<file path="src/rtl/tekd_pkg.sv">
// ----------------------------------------------------------------------------
// tekd_pkg
// Shared types, codes and tables for the terminal escape key decoder.
// ----------------------------------------------------------------------------
package tekd_pkg;

  localparam logic [2:0] PH_IDLE  = 3'd0;
  localparam logic [2:0] PH_ESC   = 3'd1;
  localparam logic [2:0] PH_CSI   = 3'd2;
  localparam logic [2:0] PH_SS3   = 3'd3;
  localparam logic [2:0] PH_DIGIT = 3'd4;

  localparam logic [7:0] KEY_ESC        = 8'd0;
  localparam logic [7:0] KEY_UP         = 8'd1;
  localparam logic [7:0] KEY_DOWN       = 8'd2;
  localparam logic [7:0] KEY_RIGHT      = 8'd3;
  localparam logic [7:0] KEY_LEFT       = 8'd4;
  localparam logic [7:0] KEY_LINE_START = 8'd5;
  localparam logic [7:0] KEY_END        = 8'd6;
  localparam logic [7:0] KEY_INS        = 8'd7;
  localparam logic [7:0] KEY_DEL        = 8'd8;
  localparam logic [7:0] KEY_PGUP       = 8'd9;
  localparam logic [7:0] KEY_PGDN       = 8'd10;
  localparam logic [7:0] KEY_BKSP       = 8'd11;

  localparam logic       KIND_BYTE = 1'b0;
  localparam logic       KIND_KEY  = 1'b1;

  localparam logic       CMD_BYTE  = 1'b0;
  localparam logic       CMD_TICK  = 1'b1;

  localparam logic [7:0] CH_ESC   = 8'h1B;
  localparam logic [7:0] CH_DEL   = 8'h7F;
  localparam logic [7:0] CH_BS    = 8'h08;
  localparam logic [7:0] CH_LBRK  = 8'h5B;
  localparam logic [7:0] CH_O     = 8'h4F;
  localparam logic [7:0] CH_TILDE = 8'h7E;
  localparam logic [7:0] CH_ONE   = 8'h31;
  localparam logic [7:0] CH_SIX   = 8'h36;

  localparam logic [15:0] TIMEOUT_RESET = 16'd100;
  localparam logic [15:0] TICKS_MAX     = 16'hFFFF;

  typedef struct packed {
    logic [2:0]  phase;
    logic [2:0]  digit;
    logic [15:0] elapsed;
  } dec_state_t;

  typedef struct packed {
    logic       kind;
    logic [7:0] value;
  } key_res_t;

  // Final letter of a cursor sequence; valid is low when the byte is no such letter.
  function automatic logic [8:0] letter_key(input logic [7:0] b);
    logic [8:0] r;
    r = {1'b0, KEY_ESC};
    unique case (b)
      8'h41:   r = {1'b1, KEY_UP};
      8'h42:   r = {1'b1, KEY_DOWN};
      8'h43:   r = {1'b1, KEY_RIGHT};
      8'h44:   r = {1'b1, KEY_LEFT};
      8'h48:   r = {1'b1, KEY_LINE_START};
      8'h46:   r = {1'b1, KEY_END};
      default: r = {1'b0, KEY_ESC};
    endcase
    return r;
  endfunction

  function automatic logic [7:0] digit_key(input logic [2:0] d);
    logic [7:0] r;
    r = KEY_ESC;
    unique case (d)
      3'd1:    r = KEY_LINE_START;
      3'd2:    r = KEY_INS;
      3'd3:    r = KEY_DEL;
      3'd4:    r = KEY_END;
      3'd5:    r = KEY_PGUP;
      3'd6:    r = KEY_PGDN;
      default: r = KEY_ESC;
    endcase
    return r;
  endfunction

endpackage

</file>
<file path="src/rtl/tekd_decode.sv">
// ----------------------------------------------------------------------------
// tekd_decode
// Next state and key result for one byte or tick request.
// ----------------------------------------------------------------------------
module tekd_decode
  import tekd_pkg::*;
(
  input  dec_state_t  state,
  input  logic [15:0] timeout_ticks,
  input  logic        cmd,
  input  logic [7:0]  rx_byte,
  output dec_state_t  state_next,
  output logic        res_valid,
  output key_res_t    res
);

  logic        active;
  logic [15:0] elapsed_inc;
  logic [8:0]  letter;
  logic        is_digit;
  dec_state_t  cleared;

  assign active      = (state.phase >= PH_ESC) && (state.phase <= PH_DIGIT);
  assign elapsed_inc = (state.elapsed < TICKS_MAX) ? state.elapsed + 16'd1 : state.elapsed;
  assign letter      = letter_key(rx_byte);
  assign is_digit    = (rx_byte >= CH_ONE) && (rx_byte <= CH_SIX);
  assign cleared     = '{phase: PH_IDLE, digit: 3'd0, elapsed: 16'd0};

  always_comb begin
    state_next = active ? state : cleared;
    res_valid  = 1'b0;
    res        = '{kind: KIND_KEY, value: KEY_ESC};
    if (cmd == CMD_TICK) begin
      if (active) begin
        state_next.elapsed = elapsed_inc;
        if (elapsed_inc >= timeout_ticks) begin
          state_next = cleared;
          res_valid  = 1'b1;
        end
      end
    end else begin
      res_valid  = 1'b1;
      state_next = cleared;
      unique case (state.phase)
        PH_ESC: begin
          if (rx_byte == CH_LBRK) begin
            res_valid        = 1'b0;
            state_next       = state;
            state_next.phase = PH_CSI;
          end else if (rx_byte == CH_O) begin
            res_valid        = 1'b0;
            state_next       = state;
            state_next.phase = PH_SS3;
          end
        end
        PH_CSI: begin
          if (letter[8]) begin
            res.value = letter[7:0];
          end else if (is_digit) begin
            res_valid        = 1'b0;
            state_next       = state;
            state_next.phase = PH_DIGIT;
            state_next.digit = rx_byte[2:0];
          end
        end
        PH_SS3: begin
          if (letter[8]) begin
            res.value = letter[7:0];
          end
        end
        PH_DIGIT: begin
          if (rx_byte == CH_TILDE) begin
            res.value = digit_key(state.digit);
          end
        end
        default: begin
          if (rx_byte == CH_ESC) begin
            res_valid        = 1'b0;
            state_next.phase = PH_ESC;
          end else if ((rx_byte == CH_DEL) || (rx_byte == CH_BS)) begin
            res.value = KEY_BKSP;
          end else begin
            res.kind  = KIND_BYTE;
            res.value = rx_byte;
          end
        end
      endcase
    end
  end

endmodule

</file>
<file path="src/rtl/tekd_out_buf.sv">
// ----------------------------------------------------------------------------
// tekd_out_buf
// Two-entry result buffer: an output register backed by a skid register.
// ----------------------------------------------------------------------------
module tekd_out_buf
  import tekd_pkg::*;
(
  input  logic     clk,
  input  logic     rst,
  input  logic     push,
  input  key_res_t push_data,
  output logic     full,
  output logic     out_valid,
  input  logic     out_stall,
  output key_res_t out_data
);

  logic     skid_valid;
  key_res_t skid_data;
  logic     slot_free;

  assign slot_free = !out_valid || !out_stall;
  assign full      = skid_valid;

  always_ff @(posedge clk) begin
    if (rst) begin
      out_valid  <= 1'b0;
      skid_valid <= 1'b0;
    end else if (slot_free) begin
      out_valid  <= skid_valid || push;
      skid_valid <= skid_valid && push;
    end else if (push) begin
      skid_valid <= 1'b1;
    end
  end

  always_ff @(posedge clk) begin
    if (slot_free) begin
      if (skid_valid) begin
        out_data  <= skid_data;
        skid_data <= push_data;
      end else begin
        out_data <= push_data;
      end
    end else if (push) begin
      skid_data <= push_data;
    end
  end

endmodule

</file>
<file path="src/rtl/terminal_escape_key_decoder_core.sv">
// ----------------------------------------------------------------------------
// terminal_escape_key_decoder_core
// Turns received terminal bytes and time ticks into plain bytes and named keys.
// ----------------------------------------------------------------------------
//  channel  signals                      handshake
//  in       cmd, rx_byte                 in_valid / in_stall
//  out      key_kind, key_value          out_valid / out_stall
//  cfg      cfg_data (timeout_ticks)     cfg_valid / cfg_ready
//
// One request is taken every cycle while in_stall is low; any key it yields is registered in the output buffer.
// The sequence state updates in the same cycle the request is taken.
// A skid register holds a second key, so input stalls only when both are full.
// Reset returns to idle with a timeout of 100 ticks.
module terminal_escape_key_decoder_core
  import tekd_pkg::*;
(
  input  logic        clk,
  input  logic        rst,
  input  logic        in_valid,
  output logic        in_stall,
  input  logic        cmd,
  input  logic [7:0]  rx_byte,
  output logic        out_valid,
  input  logic        out_stall,
  output logic        key_kind,
  output logic [7:0]  key_value,
  input  logic        cfg_valid,
  output logic        cfg_ready,
  input  logic [15:0] cfg_data
);

  dec_state_t  state;
  dec_state_t  state_next;
  logic [15:0] timeout_ticks;
  logic        res_valid;
  key_res_t    res;
  key_res_t    out_data;
  logic        full;
  logic        accept;

  assign cfg_ready = 1'b1;
  assign in_stall  = full;
  assign accept    = in_valid && !full;
  assign key_kind  = out_data.kind;
  assign key_value = out_data.value;

  always_ff @(posedge clk) begin
    if (rst) begin
      timeout_ticks <= TIMEOUT_RESET;
    end else if (cfg_valid && cfg_ready) begin
      timeout_ticks <= cfg_data;
    end
  end

  always_ff @(posedge clk) begin
    if (rst) begin
      state <= '{phase: PH_IDLE, digit: 3'd0, elapsed: 16'd0};
    end else if (accept) begin
      state <= state_next;
    end
  end

  tekd_decode u_decode (
    .state         (state),
    .timeout_ticks (timeout_ticks),
    .cmd           (cmd),
    .rx_byte       (rx_byte),
    .state_next    (state_next),
    .res_valid     (res_valid),
    .res           (res)
  );

  tekd_out_buf u_out_buf (
    .clk       (clk),
    .rst       (rst),
    .push      (accept && res_valid),
    .push_data (res),
    .full      (full),
    .out_valid (out_valid),
    .out_stall (out_stall),
    .out_data  (out_data)
  );

endmodule

</file>
<file path="config.mk">
export PLATFORM = sky130hd
export DESIGN_NAME = terminal_escape_key_decoder_core
export DESIGN_NICKNAME = d
export VERILOG_FILES = /design/src/rtl/tekd_pkg.sv /design/src/rtl/tekd_decode.sv /design/src/rtl/tekd_out_buf.sv /design/src/rtl/terminal_escape_key_decoder_core.sv
export SDC_FILE = /design/constraint.sdc
export NUM_CORES = 1
export LEC_CHECK = 0
export BUFFER_PORTS_ARGS = -buffer_cell sky130_fd_sc_hd__buf_2
export CORE_MARGIN = 2
export CORE_UTILIZATION = 30
export CTS_BUF_LIST = sky130_fd_sc_hd__clkbuf_8
export DETAILED_ROUTE_END_ITERATION = 8
export HOLD_SLACK_MARGIN = 0.02
export PLACE_DENSITY = 0.57
export SYNTH_ARGS = -nofsm -noshare
export SYNTH_HDL_FRONTEND = slang
export SYNTH_SLANG_ARGS = --single-unit
export TNS_END_PERCENT = 20
</file>
<file path="constraint.sdc">
create_clock -name clk -period 10.1 [get_ports clk]
set_clock_uncertainty 0.05 [all_clocks]
set_input_delay 0 -clock clk [delete_from_list [all_inputs] [get_ports clk]]
set_output_delay 0 -clock clk [all_outputs]
set_load 0.02 [all_outputs]
</file>
==> flow_summary.yaml <==
finish:
  num_antenna_cells: 0
  final_nets: 503
  fillCellCount: 1172
  drive_gt1_frac: 0.169
  syn2layout_area_growth_pct: 23.6
timing:
  finalCritPeriodShare: 0.440
  period_minus_slack_ns: 4.44
  finalHoldViolCount: 0
  timing.final.ws_setup_ns: 5.66
  timing_worst_slew_pin_value_ns: 1.32
  setup_tns_ns: 0
  finalSetupViolCount: 0
  slew_viol_final: 0
  slew_headroom: 0.110
  rsz0062_at_grt: "no"
  timing.fmax_mhz: 225
global_routing:
  grt_max_degree: 21
  grt_pass1_wl_um: 14100
  grt_pass1_vias: 2930
  gr-total-overflow: 0
  antenna_found_initial: 0
  grt_util_all_layers: 0.140
worst_setup_path:
  critical_path_required_ns: 10.01
  r2r_cells: 11
  cpMaxStageDelayCell: "o21ai_0"
  r2r-start: "state[3]$_SDFFE_PP0P_"
  r2r_slack_ns: 5.66
  end_kind: "flop"
  cp.arrival_ns: 4.36
  crit_fanout: 10
  critPathMaxStageDelay_ns: 1.05
  r2r-end: "u_out_buf.skid_data[1]$_DFFE_PP_"
  cp_cell_sequence: "nand4_2 -> or4_1 -> nand2_8 -> or2_4 -> xnor2_1 -> ha_1 -> nand4_1 -> or3_1 -> a311oi_1 -> o211ai_1 -> o21ai_0"
  crit_start: "state[3]$_SDFFE_PP0P_"
  path_class: "reg -> reg"
  cp-start-kind: "flop"
placed_design:
  gp_congestion: 0.870
  hpwl_um: 6100
  portBuffers: 40
  post-place-ws_ns: 5.60
synth:
  synth-seq-cells: 58
  syn_area_per_cell_um2: 9.06
  synthCells: 388
  ys_types: 67
  synth_area_leader_cell: "dfxtp_1"
  synth_top_family_by_area: "simple AND/OR/NAND/NOR gates"
  synth_common_cells: "nor2_1, dfxtp_1, nand2_1"
  yosys_most_used_dff: "dfxtp_1"
  synth_compound_area_frac: 0.156
  syn_area_um2: 3510
  synth_fa_ha_area_frac: 0.0605
  synthSimpleGateAreaFrac: 0.232
  yosysMostFrequentCell: "nor2_1"
  synth_top_cell_area_share: 0.228
  synth_edf_count: 18
  synth_mux_area_frac: 0.0694
  synth_nets: 435
  ys_async_sr_fraction: 0
  yosysSeqAreaShare: 0.382
  synth-xor-area-share: 0.0274
  synth_warnings: 0
  synth.area.top_cells: "dfxtp_1, edfxtp_1, ha_1, nor2_1, mux2i_1"
floorplan:
  die_w_um: 112
  die_area_um2: 12600
  num_rows: 39
  core_area_um2: 11400
  ios: 42
  start_util: 0.308
  die_h_um: 112
power_and_ir_drop:
  seqPwrFrac: 0.462
  power_switching_uw: 129
  vdd_drop_max_mv: 0.0947
  power.density_nw_per_um2: 124
  swShare: 0.239
  combPwrFrac: 0.111
  intPower_uw: 411
  leakagePower_nw: 1.81
  pwr-share-clk: 0.427
job:
  cap_violations: 0
cts:
  cts_setup_buffers: 0
  cts-htree-levels: 3
  cts-resized-gates: 0
  cts_tree: "built"
  ctsRootBufferMaster: "clkbuf_8"
  cts_made_buffers: 9
  cts_buffer_depth: 2
  insertion_delay_ns: 0.36
  clkTransAtPathRegs_ns: 0.06
  clkSinkCount: 58
  hold_buffers: 39
drt:
  ant_nets: 0
  vias: 3056
  drtIter0Drc: 129
  post-route-drc-count: 0
  viasPerCell: 5.06
  drt_wl_total_um: 8360
  firstDrtPassIters: 4
  wl_per_cell_um: 13.8
min_path:
  hold_path.class: "in -> reg"
  holdPathStages: 2
  hp-start: "rx_byte[3]"
  hold_end: "u_out_buf.skid_data[3]$_DFFE_PP_"
outcome:
  status: "finished clean"
[power groups by stage]
stage	clock [mW]	combinational [mW]	sequential, mW
after floorplan	0	0.0283	0.258
after global placement	0	0.0467	0.255
after detailed placement	0	0.0473	0.255
after CTS	0.238	0.0595	0.250
after global routing	0.248	0.0662	0.250
final	0.231	0.0598	0.249
[state kept, by name, summed over array words and instances, names as in the netlist]
| signal | flops |
|---|---|
| u_out_buf.out_valid | 1 |
| u_out_buf.full | 1 |
| u_out_buf.out_data | 9 |
| timeout_ticks | 16 |
| u_out_buf.skid_data | 9 |
| state | 22 |
[final cells by class]
class	count	area (um^2)	area share
timing repair buffer	79	591	0.136
multi-input combinational	280	1920	0.442
tap	143	179	0.0412
clock buffer	9	124	0.0285
inverter	28	105	0.0242
sequential	58	1340	0.309
clock inverter	7	85.1	0.0196
[layout by cell type, fill, tap and decap left out, types with 3 or more instances in the layout]
cell / netlist / routed
nor2_1: 42 / 42
mux2i_1: 15 / 15
dfxtp_1: 40 / 40
dlygate4sd3_1: 0 / 39
and4_1: 3 / 3
xnor2_1: 7 / 7
inv_1: 28 / 29
mux2_2: 7 / 7
nor3_1: 16 / 16
ha_1: 17 / 17
nand4_1: 10 / 10
edfxtp_1: 18 / 18
o211ai_1: 8 / 8
xor2_1: 4 / 4
nand2_1: 31 / 31
a22o_1: 11 / 11
nor4_1: 3 / 3
a21oi_1: 13 / 13
clkbuf_8: 2 / 9
nand3_1: 12 / 12
o21ai_0: 11 / 11
and2_1: 9 / 9
a211oi_1: 4 / 4
a221o_1: 6 / 6
buf_2: 2 / 40
[critical path, delay by kind of cell, from the launching register on]
family	cells	cell delay, ns
compound gates	3	1.46
flops	1	0.49
simple gates	6	1.67
xor+xnor	1	0.07
fa+ha+maj	1	0.30
[cells by family after synthesis]
kind of cell,count (synthesis)
flip-flops,58
AO/OA/AOI/OAI,74
buffers and inverters,50
AND/OR/NAND/NOR,154
other,1
adder cells (fa/ha/maj),17
multiplexers,23
XOR/XNOR,11
[per-layer routing]
layer	share of wire	up-vias	GRT usage
li1	-	1549	-
met1	0.47	1443	0.179
met2	0.47	56	0.224
met3	0.044	8	0.0497
met4	0.013	0	0.0439
met5	0	-	0
[worst max path at each step]
stage                                  endpoint  slack (ns)  cells after the start
3_3_place_gp   u_out_buf.skid_data[1]$_DFFE_PP_        5.66                     11
6_report       u_out_buf.skid_data[1]$_DFFE_PP_        5.66                     11
3_5_place_dp   u_out_buf.skid_data[1]$_DFFE_PP_        5.60                     11
2_1_floorplan  u_out_buf.skid_data[0]$_DFFE_PP_        6.31                     11
5_1_grt        u_out_buf.skid_data[1]$_DFFE_PP_        5.33                     11
4_1_cts        u_out_buf.skid_data[1]$_DFFE_PP_        5.59                     11
[metrics by stage]
step           instances  area, um^2  power, mW  hold WS [ns]  utilization
6_report             604        4340      0.540        0.0865        0.380
5_1_grt              604        4340      0.565         0.101        0.380
4_1_cts              604        4340      0.547        0.0660        0.380
3_5_place_dp         549        3740      0.302         0.181        0.328
3_3_place_gp         549        3740      0.301         0.173        0.328
2_1_floorplan        388        3510      0.286        0.0804            -
Note: power is estimated with default switching activity, not from simulation.
